`config.mk`:
```
export PLATFORM = sky130hd
export DESIGN_NAME = infix_to_postfix_converter_unit
export DESIGN_NICKNAME = d
export VERILOG_FILES = /design/src/design/itp_pkg.sv /design/src/design/itp_cell.sv /design/src/design/itp_stack.sv /design/src/design/infix_to_postfix_converter_unit.sv
export SDC_FILE = /design/constraint.sdc
export NUM_CORES = 1
export LEC_CHECK = 0
export ABC_CLOCK_PERIOD_IN_PS = 7400
export BUFFER_PORTS_ARGS = -buffer_cell sky130_fd_sc_hd__clkbuf_2
export CORE_MARGIN = 2
export CORE_UTILIZATION = 46
export DETAILED_ROUTE_END_ITERATION = 10
export PLACE_DENSITY = 0.74
export SLEW_MARGIN = 20
export SYNTH_ARGS = -nofsm -noshare
export SYNTH_HDL_FRONTEND = slang
export SYNTH_SLANG_ARGS = --single-unit
```
`constraint.sdc`:
```
create_clock -name clk -period 7.4 [get_ports clk]
set_clock_uncertainty 0.15 [all_clocks]
set_input_delay 1.11 -clock clk [delete_from_list [all_inputs] [get_ports clk]]
set_output_delay 1.11 -clock clk [all_outputs]
set_load 0.05 [all_outputs]
```
`src/design/itp_pkg.sv`:
```
// ----------------------------------------------------------------------------
// itp_pkg: shared types and constants for the infix to postfix converter
// Request and result payloads, stack cell opcodes, controller states,
// operator characters and the precedence table.
// ----------------------------------------------------------------------------
`timescale 1ns / 1ps

package itp_pkg;

  // Stack geometry
  localparam int STACK_DEPTH = 16;
  localparam int COUNT_W     = $clog2(STACK_DEPTH + 1);

  // Operator characters
  localparam logic [7:0] SYM_CARET  = 8'h5E;
  localparam logic [7:0] SYM_STAR   = 8'h2A;
  localparam logic [7:0] SYM_SLASH  = 8'h2F;
  localparam logic [7:0] SYM_PLUS   = 8'h2B;
  localparam logic [7:0] SYM_MINUS  = 8'h2D;
  localparam logic [7:0] SYM_LPAREN = 8'h28;
  localparam logic [7:0] SYM_RPAREN = 8'h29;
  localparam logic [7:0] SYM_NUL    = 8'h00;

  typedef struct packed {
    logic [7:0] symbol;
    logic       end_of_expression;
  } item_t;

  typedef struct packed {
    logic [7:0] out_symbol;
    logic       last_in_run;
    logic       expression_done;
    logic       error;
  } result_t;

  // Per-cycle command to every cell of the stack chain
  typedef enum logic [1:0] {
    STK_HOLD,
    STK_PUSH,
    STK_POP
  } stk_op_t;

  typedef enum logic [1:0] {
    ST_IDLE,
    ST_MAIN,
    ST_FLUSH
  } ctrl_state_t;

  // Precedence offset by one: ^ 4, * / 3, + - 2, ( 1, anything else 0
  function automatic logic [2:0] prec_of(input logic [7:0] c);
    logic [2:0] p;
    case (c)
      SYM_CARET:            p = 3'd4;
      SYM_STAR, SYM_SLASH:  p = 3'd3;
      SYM_PLUS, SYM_MINUS:  p = 3'd2;
      SYM_LPAREN:           p = 3'd1;
      default:              p = 3'd0;
    endcase
    return p;
  endfunction

endpackage

```
`src/design/itp_cell.sv`:
```
// ----------------------------------------------------------------------------
// itp_cell: one entry of the shifting operator stack
// Holds one character; on a push it takes the entry above it (toward the top),
// on a pop it takes the entry below it.
// ----------------------------------------------------------------------------
`timescale 1ns / 1ps

module itp_cell import itp_pkg::*; (
  input  logic       clk,
  input  stk_op_t    op,
  input  logic [7:0] push_in,
  input  logic [7:0] pop_in,
  output logic [7:0] entry
);

  // Shift with the neighbors or hold
  always_ff @(posedge clk) begin
    case (op)
      STK_PUSH: entry <= push_in;
      STK_POP:  entry <= pop_in;
      default:  entry <= entry;
    endcase
  end

endmodule

```
`src/design/itp_stack.sv`:
```
// ----------------------------------------------------------------------------
// itp_stack: operator stack built as a chain of shifting cells
// Cell 0 is the top of stack; all cells shift together on push or pop.
// ----------------------------------------------------------------------------
`timescale 1ns / 1ps

module itp_stack import itp_pkg::*; (
  input  logic       clk,
  input  stk_op_t    op,
  input  logic [7:0] push_sym,
  output logic [7:0] top
);

  logic [7:0] entry [STACK_DEPTH];

  // Build the chain; the new symbol enters at the top, zero fills the bottom
  for (genvar i = 0; i < STACK_DEPTH; i++) begin : g_cell
    logic [7:0] push_in;
    logic [7:0] pop_in;

    if (i == 0) begin : g_top
      assign push_in = push_sym;
    end else begin : g_mid
      assign push_in = entry[i-1];
    end

    if (i == STACK_DEPTH - 1) begin : g_bot
      assign pop_in = SYM_NUL;
    end else begin : g_up
      assign pop_in = entry[i+1];
    end

    itp_cell u_cell (
      .clk     (clk),
      .op      (op),
      .push_in (push_in),
      .pop_in  (pop_in),
      .entry   (entry[i])
    );
  end

  assign top = entry[0];

endmodule

```
`src/design/infix_to_postfix_converter_unit.sv`:
```
// ----------------------------------------------------------------------------
// infix_to_postfix_converter_unit: shunting-yard infix to postfix converter
// Takes one character per request and streams postfix characters out.
// ----------------------------------------------------------------------------
// One request is worked at a time. A request steps through ST_IDLE, ST_MAIN
// and ST_FLUSH, plus a step per operator popped and emitted from the stack
// (pops before a push, pops up to a ')' and the end-of-expression flush), as
// the cell chain pops one entry per cycle when results can be emitted; the
// matching '(' is dropped with no extra step. A full result register held by
// stall makes the controller wait. Results of a request are buffered one deep
// so the last one can be marked; the stack holds STACK_DEPTH shifting cells.
`timescale 1ns / 1ps

module infix_to_postfix_converter_unit import itp_pkg::*; (
  input  logic    clk,
  input  logic    rst,
  input  logic    item_valid,
  output logic    item_stall,
  input  item_t   item,
  output logic    result_valid,
  input  logic    result_stall,
  output result_t result
);

  ctrl_state_t         state, state_next;
  logic [7:0]          sym;
  logic                eoe;
  logic [COUNT_W-1:0]  count, count_next;
  logic                hold_valid;
  logic [7:0]          hold_sym;
  logic                hold_err;

  stk_op_t             stk_op;
  logic [7:0]          top;
  logic                out_free;
  logic                can_emit;
  logic                full;
  logic                produce;
  logic [7:0]          prod_sym;
  logic                prod_err;
  logic                fin_load;
  logic                out_load;
  result_t             out_data;
  logic                accept;

  assign item_stall = (state != ST_IDLE);
  assign accept     = item_valid && !item_stall;
  assign out_free   = !result_valid || !result_stall;
  assign can_emit   = !hold_valid || out_free;
  assign full       = (count == COUNT_W'(STACK_DEPTH));

  itp_stack u_stack (
    .clk      (clk),
    .op       (stk_op),
    .push_sym (sym),
    .top      (top)
  );

  // State and control registers
  always_ff @(posedge clk) begin
    if (rst) begin
      state      <= ST_IDLE;
      count      <= '0;
      hold_valid <= 1'b0;
    end else begin
      state <= state_next;
      count <= count_next;
      if (produce) begin
        hold_valid <= 1'b1;
      end else if (fin_load) begin
        hold_valid <= 1'b0;
      end
    end
  end

  // Latch the request and the pending result
  always_ff @(posedge clk) begin
    if (accept) begin
      sym <= item.symbol;
      eoe <= item.end_of_expression;
    end
    if (produce) begin
      hold_sym <= prod_sym;
      hold_err <= prod_err;
    end
  end

  // Next state, stack commands and produced results
  always_comb begin
    state_next = state;
    count_next = count;
    stk_op     = STK_HOLD;
    produce    = 1'b0;
    prod_sym   = SYM_NUL;
    prod_err   = 1'b0;
    fin_load   = 1'b0;
    case (state)
      ST_IDLE: begin
        if (accept) begin
          state_next = ST_MAIN;
        end
      end
      ST_MAIN: begin
        case (sym)
          SYM_LPAREN: begin
            if (full) begin
              if (can_emit) begin
                produce    = 1'b1;
                prod_err   = 1'b1;
                count_next = '0;
                state_next = ST_FLUSH;
              end
            end else begin
              stk_op     = STK_PUSH;
              count_next = count + 1'b1;
              state_next = ST_FLUSH;
            end
          end
          SYM_RPAREN: begin
            if (count == '0) begin
              if (can_emit) begin
                produce    = 1'b1;
                prod_err   = 1'b1;
                state_next = ST_FLUSH;
              end
            end else if (top == SYM_LPAREN) begin
              stk_op     = STK_POP;
              count_next = count - 1'b1;
              state_next = ST_FLUSH;
            end else if (can_emit) begin
              stk_op     = STK_POP;
              count_next = count - 1'b1;
              produce    = 1'b1;
              prod_sym   = top;
            end
          end
          SYM_CARET, SYM_STAR, SYM_SLASH, SYM_PLUS, SYM_MINUS: begin
            if ((count != '0) && (prec_of(top) >= prec_of(sym))) begin
              if (can_emit) begin
                stk_op     = STK_POP;
                count_next = count - 1'b1;
                produce    = 1'b1;
                prod_sym   = top;
              end
            end else if (full) begin
              if (can_emit) begin
                produce    = 1'b1;
                prod_err   = 1'b1;
                count_next = '0;
                state_next = ST_FLUSH;
              end
            end else begin
              stk_op     = STK_PUSH;
              count_next = count + 1'b1;
              state_next = ST_FLUSH;
            end
          end
          default: begin
            if (can_emit) begin
              produce    = 1'b1;
              prod_sym   = sym;
              state_next = ST_FLUSH;
            end
          end
        endcase
      end
      ST_FLUSH: begin
        if (eoe && (count != '0)) begin
          if (can_emit) begin
            stk_op     = STK_POP;
            count_next = count - 1'b1;
            produce    = 1'b1;
            prod_sym   = top;
          end
        end else if (hold_valid || eoe) begin
          if (out_free) begin
            fin_load   = 1'b1;
            state_next = ST_IDLE;
          end
        end else begin
          state_next = ST_IDLE;
        end
      end
      default: begin
        state_next = ST_IDLE;
      end
    endcase
  end

  // Pick what goes to the result register
  assign out_load = (produce && hold_valid) || fin_load;

  always_comb begin
    out_data = '{out_symbol: hold_sym, last_in_run: 1'b0, expression_done: 1'b0,
                 error: hold_err};
    if (fin_load) begin
      if (hold_valid) begin
        out_data = '{out_symbol: hold_sym, last_in_run: 1'b1, expression_done: eoe,
                     error: hold_err};
      end else begin
        out_data = '{out_symbol: SYM_NUL, last_in_run: 1'b1, expression_done: 1'b1,
                     error: 1'b0};
      end
    end
  end

  // Result register
  always_ff @(posedge clk) begin
    if (rst) begin
      result_valid <= 1'b0;
    end else if (out_load) begin
      result_valid <= 1'b1;
    end else if (!result_stall) begin
      result_valid <= 1'b0;
    end
  end

  always_ff @(posedge clk) begin
    if (out_load) begin
      result <= out_data;
    end
  end

  // Stack never holds more than its depth
  a_count_bound: assert property (@(posedge clk) disable iff (rst)
    count <= COUNT_W'(STACK_DEPTH))
    else $error("stack count beyond depth");

  // A new request finds no pending result of the previous one
  a_accept_clean: assert property (@(posedge clk) disable iff (rst)
    accept |-> !hold_valid)
    else $error("request accepted with a pending result");

  // The end of the expression is always the last result of its request
  a_done_is_last: assert property (@(posedge clk) disable iff (rst)
    (result_valid && result.expression_done) |-> result.last_in_run)
    else $error("expression done without last in run");

  // Error results carry no character
  a_err_nul: assert property (@(posedge clk) disable iff (rst)
    (result_valid && result.error) |-> (result.out_symbol == SYM_NUL))
    else $error("error result with a character");

endmodule
```
==> results of run 1 <==
[kinds of logic (layout without fill, tap and decap cells)]
group                    count (synthesis)  count (layout)  share of synthesized area, %
adder cells (fa/ha/maj)                 10              10                         1.615
flip-flops                             166             166                         63.18
AND/OR/NAND/NOR                        121             121                         8.834
XOR/XNOR                                 2               2                        0.2261
multiplexers                           123             123                         17.81
AO/OA/AOI/OAI                           68              68                         6.056
buffers and inverters                   42              75                         2.277
[power by group]
| part | internal, mW | total, mW | switching, mW | leakage [nW] |
|---|---|---|---|---|
| Combinational | 0.117 | 0.325 | 0.209 | 1.07 |
| Sequential | 1.08 | 1.12 | 0.0391 | 1.50 |
| Clock | 0.602 | 0.971 | 0.368 | 0.311 |
[flip-flops by register name, indices dropped and copies added (netlist names)]
signal,count
sym,8
hold_valid,1
count,5
hold_err,1
result_valid,1
u_stack.g_cell.u_cell.entry,128
hold_sym,8
result,11
state,2
eoe,1
[layer usage]
| layer | up-vias | global-route usage [%] | share of wire [%] |
|---|---|---|---|
| li1 | 2105 | - | - |
| met2 | 127 | 24.27 | 47 |
| met1 | 2141 | 21.74 | 46 |
| met3 | 24 | 3.741 | 4.6 |
| met4 | 0 | 7.033 | 2.2 |
| met5 | - | 0 | 0 |
[synth_stat cells (3+ instances only)]
library cell,count,area [um^2]
or3b_1,3,26.28
nor3_1,6,30.03
and2_1,13,81.33
o21ai_1,3,15.01
nand3_1,9,45.04
nand2_1,21,78.83
o22ai_1,3,18.77
ha_1,10,125.1
o21ai_0,10,50.05
buf_2,3,15.01
edfxtp_1,157,4715
a22oi_1,10,75.07
a31oi_1,6,37.54
and4b_1,4,40.04
dfxtp_1,9,180.2
clkbuf_1,21,78.83
nor4_1,4,25.02
or3_1,5,31.28
inv_1,14,52.55
o21a_1,4,30.03
a21oi_1,10,50.05
mux2i_1,4,40.04
mux2_2,119,1340
nor2_1,26,97.59
nor2b_1,11,68.82
[final cells by class]
type                            count  area, um^2
Tap cell                          220       275.3
Fill cell                        1320        7789
Clock buffer                       17       425.4
Clock inverter                     14       222.7
Multi-Input combinational cell    324        2689
Inverter                           15       61.31
Timing Repair Buffer               29       167.7
Sequential cell                   166        4895
[through the flow]
| step | area, um^2 | hold WS (ns) |
|---|---|---|
| 5_1_grt | 8736 | 0.3930 |
| 4_1_cts | 8713 | 0.3738 |
| 3_5_place_dp | 8065 | 0.3590 |
| 3_3_place_gp | 8065 | 0.3560 |
| 6_report | 8736 | 0.3708 |
| 2_1_floorplan | 7747 | 0.3457 |
[layout by cell type (no fill, tap or decap), types with 3 or more instances in the layout]
cell,synthesis,final
ha_1,10,9
nor2_1,26,26
bufinv_16,0,5
dfxtp_1,9,9
inv_1,14,13
o21ai_0,10,10
and2_1,13,13
o21a_1,4,4
o22ai_1,3,3
a21oi_1,10,10
or3_1,5,5
nor3_1,6,6
mux2i_1,4,4
and4b_1,4,4
nand3_1,9,9
a31oi_1,6,6
nor4_1,4,4
nor2b_1,11,11
a22oi_1,10,10
edfxtp_1,157,157
mux2_2,119,119
clkbuf_2,0,25
or3b_1,3,3
o21ai_1,3,3
inv_6,0,3
buf_4,0,3
clkbuf_16,0,17
nand2_1,21,21
[how the worst min path moves through the flow]
stage	endpoint	slack [ns]	depth (start not counted)
2_1_floorplan	hold_valid$_SDFFE_PP0P_	0.35	2
3_3_place_gp	result[6]$_DFFE_PP_	0.36	1
3_5_place_dp	result[0]$_DFFE_PP_	0.36	1
4_1_cts	result[9]$_DFFE_PP_	0.37	1
5_1_grt	result[3]$_DFFE_PP_	0.39	1
6_report	result[7]$_DFFE_PP_	0.37	1
[worst max-delay path, delay by kind of cell (launching register included)]
family                     cells  cell delay, ns
AOI/OAI and AO/OA              4            0.91
adders and majority gates      2            0.89
buffers and inverters          2            0.64
DFF                            1            0.45
muxes                          1            0.39
and+or+nand+nor                4            0.91
==> summary.md, run 1 <==
| Metric | Value |
|---|---|
| CP max-delay cell | ha_4 |
| Die Ht | 133.8 um |
| Initial antenna violation count | 0 |
| Drt via density | 5.601 |
| Fin. max-slew vios | 0 |
| CP endpoint | u_stack.g_cell[7].u_cell.entry[0]$_DFFE_PP_ |
| Fmax | 217.0 MHz |
| Synth cell types | 59 |
| Vias in the first global route | 4394 |
| Layout Nets | 576 |
| Post-synthesis net count | 555 |
| Die footprint | 0.01790 mm^2 |
| Hpwl dp | 8728 um |
| Setup TNS | 0 ns |
| Crit-path most repeated cell | o21a_1 |
| Total gr overflow | 0 |
| Tightest Pin Transition | 0.9757 ns |
| Setup WS post-layout | 2.791 ns |
| Setup Viol. Count Final | 0 |
| R2R depth | 13 |
| Worst-Skew Late Latency | 0.43 ns |
| CTS Buffer Depth | 2 |
| Std-Cell Core Area | 0.01652 mm^2 |
| Diode count | 0 |
| Pwr Density | 276.6 mW/mm^2 |
| Placed cells | 753 |
| PostCTS Resize Cnt | 0 |
| Number of top-level pins | 26 |
| Postcts setup bufs | 0 |
| Seq cells post-synth | 166 |
| Port buffer count | 25 |
| Crit share post-route | 62.29% |
| Crit path cell chain | nand4bb_1 -> nor3_1 -> inv_1 -> ha_1 -> nand2_1 -> o21a_1 -> a211oi_1 -> a31oi_1 -> nor2_1 -> o21a_1 -> ha_4 -> buf_4 -> mux2_2 |
| Routed WL per cell | 17.03 um |
| Final hold violations | 0 |
| Post-route ant nets | 0 |
| Clk sinks | 166 |
| R2R setup slack | 2.79 ns |
| Fraction of final layout cells sized beyond drive strength 1 | 32.74% |
| Wire length of the first global-routing pass | 22130 um |
| Total power | 2.417 mW |
| Worst EP arrival | 4.63 ns |
| Slew margin rel. | 34.96% |
| Tmin final | 4.609 ns |
| Outcome | finished, final reports clean |
| CTS buffer count | 17 |
| Non-Filler Instances | 785 |
| Starting density of the core | 46.88% |
| Dpl ws | 2.550 ns |
| Mapped Area | 0.007747 mm^2 |
| DR pass1 iterations | 6 |
| Ys async rst share | 0% |
| Hold wc startpoint | hold_sym[4]$_DFFE_PP_ |
| Synth warn | 0 |
| Syn Inst Count | 532 |
| CTS tree | built |
| Worst r2r src | sym[7]$_DFFE_PP_ |
| Data required, critical path | 7.42 ns |
| Max Cap Violations | 0 |
| Critical-path maximum fanout | 54 |
| Area growth syn-to-layout | 12.76% |
| Worst vdd ir | 0.1861 mV |
| Part of the Yosys area used for sequential elements | 63.18% |
| RSZ-0062 raised after global routing | no |
| Primary FF master, synth | edfxtp_1 |
| Die width | 133.8 um |
| H-tree depth | 4 |
| Vias | 4397 |
| Row cnt | 47 |
| CP endpoint kind | register |
| R2r endpoint | u_stack.g_cell[7].u_cell.entry[0]$_DFFE_PP_ |
| Worst min path class | register to register |
| Critical path class | register to register |
| DRT iter0 DRCs | 387 |
| Final core utilization | 52.87% |
| Static Leak | 2.886 nW |
| CTS Hold Bufs | 0 |
| Root Buffer | clkbuf_16 |
| GRT Util Overall | 15.87% |
| WL final | 13370 um |
| Worst Setup SP | sym[7]$_DFFE_PP_ |
| CP peak stage delay | 0.60 ns |
| Worst setup SP type | register |
| Routability cong. | 0.9076 |
| Clk pin slew, worst setup/hold paths | 0.06 ns |
| Post-synth EDFFs | 157 |
| # DRC | 0 |
| Synthesized area per cell | 14.56 um^2 |
| Largest net degree at the start of global routing | 94 |
(Power assumes the default switching activity.)
==> inputs of run 2 (changes only) <==
Settings changed: ABC_AREA set to 1, ABC_CLOCK_PERIOD_IN_PS 7400 to 4500.
Clock period 7.4 ns to 4.5 ns, I/O delays scaled along.
==> summary.md, run 2 <==
| Metric | Value |
|---|---|
| Post-synth top cells | edfxtp_1, nand2_1, inv_1 (was edfxtp_1, mux2_2, nor2_1) |
| Area after DPL | 0.008185 mm^2 (was 0.008065 mm^2) |
| Number of top-level pins | 26 (unchanged) |
| WL final | 13300 um (was 13370 um) |
| Clk pin slew, worst setup/hold paths | 0.06 ns (about the same) |
| CTS buffer count | 17 (unchanged) |
| Tmin final | 3.549 ns (was 4.609 ns) |
| Postcts setup bufs | 0 (unchanged) |
| Die footprint | 0.01791 mm^2 (was 0.01790 mm^2) |
| Dpl ws | 0.9989 ns (was 2.550 ns) |
| CP bufs+invs | 4 (was 2) |
| Post-synth EDFFs | 157 (unchanged) |
| Synth warn | 0 (unchanged) |
| CP max-delay cell | buf_4 (was ha_4) |
| Drt via density | 4.935 (was 5.601) |
| WP depth | 18 (was 13) |
| CP peak stage delay | 0.57 ns (was 0.60 ns) |
| Worst-Skew Late Latency | 0.42 ns (was 0.43 ns) |
| Critical path class | register to register (unchanged) |
| Syn Inst Count | 762 (was 532) |
| Most common cell in the netlist | edfxtp_1 (unchanged) |
| Post-route ant nets | 0 (unchanged) |
| Root Buffer | clkbuf_16 (unchanged) |
| Worst setup SP type | register (unchanged) |
| Crit-path most repeated cell | nand2_1 (was o21a_1) |
| Worst min path class | input pin to register (was register to register) |
| Outcome | finished, final reports clean (unchanged) |
| Diode count | 0 (unchanged) |
| Yosys top cell by area | edfxtp_1 (unchanged) |
| Setup WS post-layout | 0.9506 ns (was 2.791 ns) |
| Tightest Pin Transition | 0.7461 ns (was 0.9757 ns) |
| # DRC | 0 (unchanged) |
| DR pass1 iterations | 5 (was 6) |
| Port buffer count | 25 (unchanged) |
| Wire length of the first global-routing pass | 22370 um (was 22130 um) |
| Die width | 133.8 um (about the same) |
| Total gr overflow | 0 (unchanged) |
| Ys async rst share | 0% (unchanged) |
| Synth cell types | 36 (was 59) |
| Routed WL per cell | 12.99 um (was 17.03 um) |
| CP endpoint kind | register (unchanged) |
| Std-Cell Core Area | 0.01652 mm^2 (unchanged) |
| Hpwl dp | 8824 um (was 8728 um) |
| Slew margin rel. | 50.26% (was 34.96%) |
| Fin. max-slew vios | 0 (unchanged) |
| Vias | 5053 (was 4397) |
| CTS Buffer Depth | 2 (unchanged) |
| Filler instances | 1433 (was 1320) |
| Routability cong. | 0.8870 (was 0.9076) |
| Area of the multi-input gates | 0.002335 mm^2 (was 0.002689 mm^2) |
| Most frequent cells in the layout | edfxtp_1, nand2_1, inv_1, nor2_1, o21ai_0 (was edfxtp_1, mux2_2, nor2_1, clkbuf_2, nand2_1) |
| DRT iter0 DRCs | 476 (was 387) |
| R2R depth | 18 (was 13) |
| Largest register by flop count | u_stack.g_cell.u_cell.entry (unchanged) |
| Area growth syn-to-layout | 12.65% (was 12.76%) |
| Setup Viol. Count Final | 0 (unchanged) |
| RSZ-0062 raised after global routing | no (unchanged) |
| Top-area cell type share of the netlist area | 60.80% (was 60.85%) |
| GRT Util Overall | 15.77% (was 15.87%) |
| Crit share post-route | 78.88% (was 62.29%) |
| CP delay by family, top | simple AND/OR/NAND/NOR gates (was compound AO/OA/AOI/OAI gates) |
| Max Cap Violations | 0 (unchanged) |
| Data required, critical path | 4.40 ns (was 7.42 ns) |
| Crit path cell chain | inv_1 -> nand2_1 -> nor3_1 -> o21ai_0 -> ha_1 -> inv_1 -> nand2_1 -> nand3_1 -> nand2_1 -> nand2_1 -> nor2_1 -> nand2_1 -> nand2_1 -> nand2_1 -> a21oi_1 -> ha_4 -> clkinvlp_4 -> buf_4 (was nand4bb_1 -> nor3_1 -> inv_1 -> ha_1 -> nand2_1 -> o21a_1 -> a211oi_1 -> a31oi_1 -> nor2_1 -> o21a_1 -> ha_4 -> buf_4 -> mux2_2) |
| Largest register FFs | 128 (unchanged) |
| CTS tree | built (unchanged) |
| Largest net degree at the start of global routing | 60 (was 94) |
| Post-synthesis net count | 785 (was 555) |
| Die Ht | 133.8 um (about the same) |
| Synthesized area per cell | 10.18 um^2 (was 14.56 um^2) |
| Part of the Yosys area used for sequential elements | 63.13% (was 63.18%) |
| Pwr Density | 484.7 mW/mm^2 (was 276.6 mW/mm^2) |
| Row cnt | 47 (unchanged) |
| Design area | 0.008735 mm^2 (was 0.008736 mm^2) |
| H-tree depth | 4 (unchanged) |
| PostCTS Resize Cnt | 0 (unchanged) |
| CTS Hold Bufs | 0 (unchanged) |
| Layout Nets | 814 (was 576) |
| Vias in the first global route | 4707 (was 4394) |
| Primary FF master, synth | edfxtp_1 (unchanged) |
| Seq cells post-synth | 166 (unchanged) |
| Starting density of the core | 46.92% (was 46.88%) |
| Worst vdd ir | 0.2527 mV (was 0.1861 mV) |
| Synth top area cells | edfxtp_1, nand2_1, inv_1 (was edfxtp_1, mux2_2, dfxtp_1) |
| Reg area | 0.004895 mm^2 (unchanged) |
| Clk sinks | 166 (unchanged) |
| Hold Path Cell Cnt | 1 (unchanged) |
| Largest regs | u_stack.g_cell.u_cell.entry x128, result x11 (unchanged) |
| Fraction of final layout cells sized beyond drive strength 1 | 14.05% (was 32.74%) |
| Initial antenna violation count | 0 (unchanged) |
| Final hold violations | 0 (unchanged) |
| Critical-path maximum fanout | 59 (was 54) |
| Mapped Area | 0.007754 mm^2 (was 0.007747 mm^2) |
| Setup TNS | 0 ns (unchanged) |
| Worst EP arrival | 3.45 ns (was 4.63 ns) |
| Fmax | 281.7 MHz (was 217.0 MHz) |
| Static Leak | 3.449 nW (was 2.886 nW) |
| Commonest non-fill, non-tap cell in the layout | edfxtp_1 (unchanged) |
==> run 2: changes by cell type after synthesis, moves of 6 or more <==
cell,before,now
nand2_1,21,134
mux2_2,119,16
inv_1,14,102
nor2_1,26,98
o21ai_0,10,65
a21oi_1,10,64
and2_1,13,0
nor2b_1,11,0
inv_2,1,9
clkbuf_1,21,14
buf_1,1,7
nand2_2,0,6
==> run 2: worst paths after layout <==
| kind | end | slack (ns) | startpoint |
|---|---|---|---|
| max reg2reg | u_stack.g_cell[15].u_cell.entry[6]$_SDFFCE_PP0P_ | 0.95 | u_stack.g_cell[0].u_cell.entry[4]$_DFFE_PP_ |
| min reg2reg | state[0]$_SDFFE_PP0P_ | 0.34 | state[0]$_SDFFE_PP0P_ |
| max | u_stack.g_cell[15].u_cell.entry[6]$_SDFFCE_PP0P_ | 0.95 | u_stack.g_cell[0].u_cell.entry[4]$_DFFE_PP_ |
| min | eoe$_DFFE_PP_ | 0.28 | item[0] |
==> run 2: power breakdown <==
part           switching, mW  internal, mW  total [mW]
sequential            0.0801          1.90        1.98
combinational          0.628         0.268       0.895
clock                  0.551         0.807        1.36
==> run 2: final cells by class <==
| class | count | share of cell area [%] |
|---|---|---|
| clock buffers | 21 | 5.042 |
| clock inverters | 11 | 1.246 |
| inverters | 111 | 4.813 |
| multi-input cells | 457 | 26.73 |
| flip-flops and latches | 166 | 56.04 |
| well taps | 220 | 3.151 |
| repair buffers | 38 | 2.980 |
==> run 2: kinds of logic after synthesis <==
family,synth area share [%]
AO/OA/AOI/OAI,10.62
flip-flops,63.13
XOR/XNOR,0.4519
multiplexers,2.453
buffers and inverters,6.923
AND/OR/NAND/NOR,14.81
adder cells (fa/ha/maj),1.614
==> run 2: through the flow <==
stage               std cells  power [mW]  hold slack [ns]  util [%]
floorplan                 762       2.689           0.3001         -
global placement          992       2.880           0.3316     49.53
detailed placement        992       2.900           0.3300     49.53
CTS                      1024       4.262           0.2687     52.86
global route             1024       4.456           0.2714     52.86
finish                   1024       4.234           0.2849     52.86
==> run 2: routing by layer <==
layer | share of wire (%) | global-route usage, %
met5 | 0 | 0
met4 | 2.2 | 6.501
met3 | 3.3 | 3.553
met2 | 45 | 23.87
met1 | 49 | 22.14
==> inputs of run 3 (changes only) <==
Settings changed: ABC_CLOCK_PERIOD_IN_PS 4500 to 2900, PLACE_DENSITY 0.74 to 0.76.
Clock period 4.5 ns to 2.9 ns, I/O delays scaled along.
==> summary.md, run 3 (same netlist as run 2, synthesis figures left out) <==
| Metric | Value |
|---|---|
| Hpwl dp | 9719 um (was 8824 um) |
| Pwr Density | 721.8 mW/mm^2 (was 484.7 mW/mm^2) |
| Total gr overflow | 0 (unchanged) |
| Clk pin slew, worst setup/hold paths | 0.06 ns (about the same) |
| Row cnt | 47 (unchanged) |
| Tmin final | 3.191 ns (was 3.549 ns) |
| Total power | 7.015 mW (was 4.234 mW) |
| CP bufs+invs | 4 (unchanged) |
| Hold Path End | eoe$_DFFE_PP_ (unchanged) |
| Commonest non-fill, non-tap cell in the layout | edfxtp_1 (unchanged) |
| Worst r2r src | sym[3]$_DFFE_PP_ (was u_stack.g_cell[0].u_cell.entry[4]$_DFFE_PP_) |
| Die width | 133.8 um (unchanged) |
| Critical-path maximum fanout | 10 (was 59) |
| Routed WL per cell | 14.03 um (was 12.99 um) |
| Max Cap Violations | 0 (unchanged) |
| Area after DPL | 0.008708 mm^2 (was 0.008185 mm^2) |
| Largest net degree at the start of global routing | 44 (was 60) |
| WL final | 15470 um (was 13300 um) |
| Worst EP arrival | 3.20 ns (was 3.45 ns) |
| Design area | 0.009719 mm^2 (was 0.008735 mm^2) |
| CTS buffer count | 17 (unchanged) |
| Critical path class | register to register (unchanged) |
| CTS Buffer Depth | 2 (unchanged) |
| Worst vdd ir | 0.5960 mV (was 0.2527 mV) |
| # DRC | 0 (unchanged) |
| R2R depth | 21 (was 18) |
| Fin. max-slew vios | 0 (unchanged) |
| Area growth syn-to-layout | 25.35% (was 12.65%) |
| R2r endpoint | u_stack.g_cell[9].u_cell.entry[5]$_DFFE_PP_ (was u_stack.g_cell[15].u_cell.entry[6]$_SDFFCE_PP0P_) |
| Largest register FFs | 128 (unchanged) |
| Setup TNS | -54.23 ns (was 0 ns) |
| Number of top-level pins | 26 (unchanged) |
| CP max-delay cell | edfxtp_1 (was buf_4) |
| Failing checks | setup timing |
| Slew margin rel. | 71.28% (was 50.26%) |
| Crit-path most repeated cell | nand2_1 (unchanged) |
| Root Buffer | clkbuf_16 (unchanged) |
| R2R setup slack | -0.29 ns (was 0.95 ns) |
| DR pass1 iterations | 7 (was 5) |
| Data required, critical path | 2.91 ns (was 4.40 ns) |
| Largest register by flop count | u_stack.g_cell.u_cell.entry (unchanged) |
| Die Ht | 133.8 um (unchanged) |
| Vias | 5550 (was 5053) |
| Worst-Skew Late Latency | 0.43 ns (was 0.42 ns) |
| H-tree depth | 4 (unchanged) |
| Worst setup SP type | register (unchanged) |
| CTS tree | built (unchanged) |
| Post-route ant nets | 0 (unchanged) |
| Crit share post-route | 110.1% (was 78.88%) |
| Static Leak | 3.958 nW (was 3.449 nW) |
| Tightest Pin Transition | 0.4298 ns (was 0.7461 ns) |
| Setup Viol. Count Final | 256 (was 0) |
| Drt via density | 5.032 (was 4.935) |
| Final hold violations | 0 (unchanged) |
| Outcome | finished, violations left (was finished, final reports clean) |
| Crit path cell chain | nand2_2 -> inv_2 -> nand2_1 -> nand2_1 -> nand2_1 -> nand2_1 -> ha_1 -> inv_1 -> nand2_1 -> nand3_2 -> nand2_2 -> nand2_2 -> nor2_1 -> nand2_1 -> nand2_1 -> nand2_1 -> a21oi_2 -> ha_4 -> clkbuf_16 -> buf_4 -> o21ai_0 (was inv_1 -> nand2_1 -> nor3_1 -> o21ai_0 -> ha_1 -> inv_1 -> nand2_1 -> nand3_1 -> nand2_1 -> nand2_1 -> nor2_1 -> nand2_1 -> nand2_1 -> nand2_1 -> a21oi_1 -> ha_4 -> clkinvlp_4 -> buf_4) |
| Wire length of the first global-routing pass | 24380 um (was 22370 um) |
| Worst min path class | input pin to register (unchanged) |
| Layout Nets | 893 (was 814) |
| RSZ-0062 raised after global routing | yes (was no) |
| Std-Cell Core Area | 0.01652 mm^2 (unchanged) |
| CP endpoint kind | register (unchanged) |
| Setup WS post-layout | -0.2915 ns (was 0.9506 ns) |
| Final core utilization | 58.82% (was 52.86%) |
| Routability cong. | 0.9219 (was 0.8870) |
| Vias in the first global route | 5141 (was 4707) |
| GRT Util Overall | 17.44% (was 15.77%) |
| Initial antenna violation count | 0 (unchanged) |
| Starting density of the core | 46.92% (unchanged) |
| Fraction of final layout cells sized beyond drive strength 1 | 24.58% (was 14.05%) |
| DRT iter0 DRCs | 459 (was 476) |
| Largest regs | u_stack.g_cell.u_cell.entry x128, result x11 (unchanged) |
| Most frequent cells in the layout | edfxtp_1, nand2_1, inv_1, nor2_1, buf_4 (was edfxtp_1, nand2_1, inv_1, nor2_1, o21ai_0) |
| Port buffer count | 25 (unchanged) |
| Die footprint | 0.01791 mm^2 (unchanged) |
| Hold Path Cell Cnt | 1 (unchanged) |
| CP peak stage delay | 0.49 ns (was 0.57 ns) |
| Clk sinks | 166 (unchanged) |
| Hold wc startpoint | item[0] (unchanged) |
| Diode count | 0 (unchanged) |
| Fmax | 313.3 MHz (was 281.7 MHz) |
| CP delay by family, top | simple AND/OR/NAND/NOR gates (unchanged) |
| CTS Hold Bufs | 0 (unchanged) |
[run 3: changes by cell type in the layout (fill, tap and decap cells not counted), moves of 4 or more]
| cell | before | now |
|---|---|---|
| buf_6 | 0 | 4 |
| buf_4 | 10 | 68 |
| nand2_1 | 134 | 127 |
| clkbuf_16 | 17 | 21 |
| buf_12 | 3 | 7 |
| nand2_2 | 6 | 13 |
| buf_16 | 0 | 5 |
[run 3: area by class of cell]
| class | instances | area, um^2 |
|---|---|---|
| Sequential cell | 166 | 4895 |
| Timing Repair Buffer | 117 | 1154 |
| Multi-Input combinational cell | 457 | 2396 |
| Fill cell | 1307 | 6805 |
| Inverter | 111 | 420.4 |
| Tap cell | 220 | 275.3 |
| Clock buffer | 18 | 429.2 |
| Clock inverter | 14 | 150.1 |
[run 3: per-stage QoR]
stage / setup WS (ns) / std cells / hold WS, ns
6_report: -0.2915 / 1103 / 0.03582
5_1_grt: -0.4649 / 1103 / 0.02112
4_1_cts: -0.1637 / 1095 / 0.01090
3_5_place_dp: -0.2966 / 1053 / 0.3337
3_3_place_gp: -0.1820 / 1053 / 0.3219
2_1_floorplan: -1.476 / 762 / 0.3001
[run 3: where the power goes]
part           internal (mW)  total [mW]  switching (mW)
sequential              2.95        3.06           0.117
combinational          0.660        1.73            1.07
clock                   1.27        2.22           0.951
[run 3: worst max path at each step]
stage	start	to	cells past startpoint
2_1_floorplan	sym[6]$_DFFE_PP_	u_stack.g_cell[0].u_cell.entry[0]$_DFFE_PP_	17
3_3_place_gp	sym[2]$_DFFE_PP_	u_stack.g_cell[8].u_cell.entry[0]$_DFFE_PP_	19
3_5_place_dp	sym[2]$_DFFE_PP_	u_stack.g_cell[5].u_cell.entry[5]$_DFFE_PP_	19
4_1_cts	sym[2]$_DFFE_PP_	u_stack.g_cell[11].u_cell.entry[5]$_DFFE_PP_	18
5_1_grt	sym[3]$_DFFE_PP_	u_stack.g_cell[1].u_cell.entry[6]$_DFFE_PP_	22
6_report	sym[3]$_DFFE_PP_	u_stack.g_cell[9].u_cell.entry[5]$_DFFE_PP_	21
[run 3: metal layers]
| metal | up-vias | routed length, um | GRT usage [%] |
|---|---|---|---|
| li1 | 2788 | - | - |
| met1 | 2599 | 7054 | 24.03 |
| met2 | 139 | 7357 | 26.38 |
| met3 | 24 | 779 | 5.102 |
| met4 | 0 | 278 | 6.501 |
| met5 | - | 0 | 0 |
[run 3: timing repair]
| action | 4_1_cts | 5_1_grt |
|---|---|---|
| endpoints found under the setup margin | 251 | 284 |
| gates resized for setup | 18 | 17 |
| pin swaps | 2 | 13 |
| setup buffers | 7 | 4 |
| gates cloned | 3 | 4 |
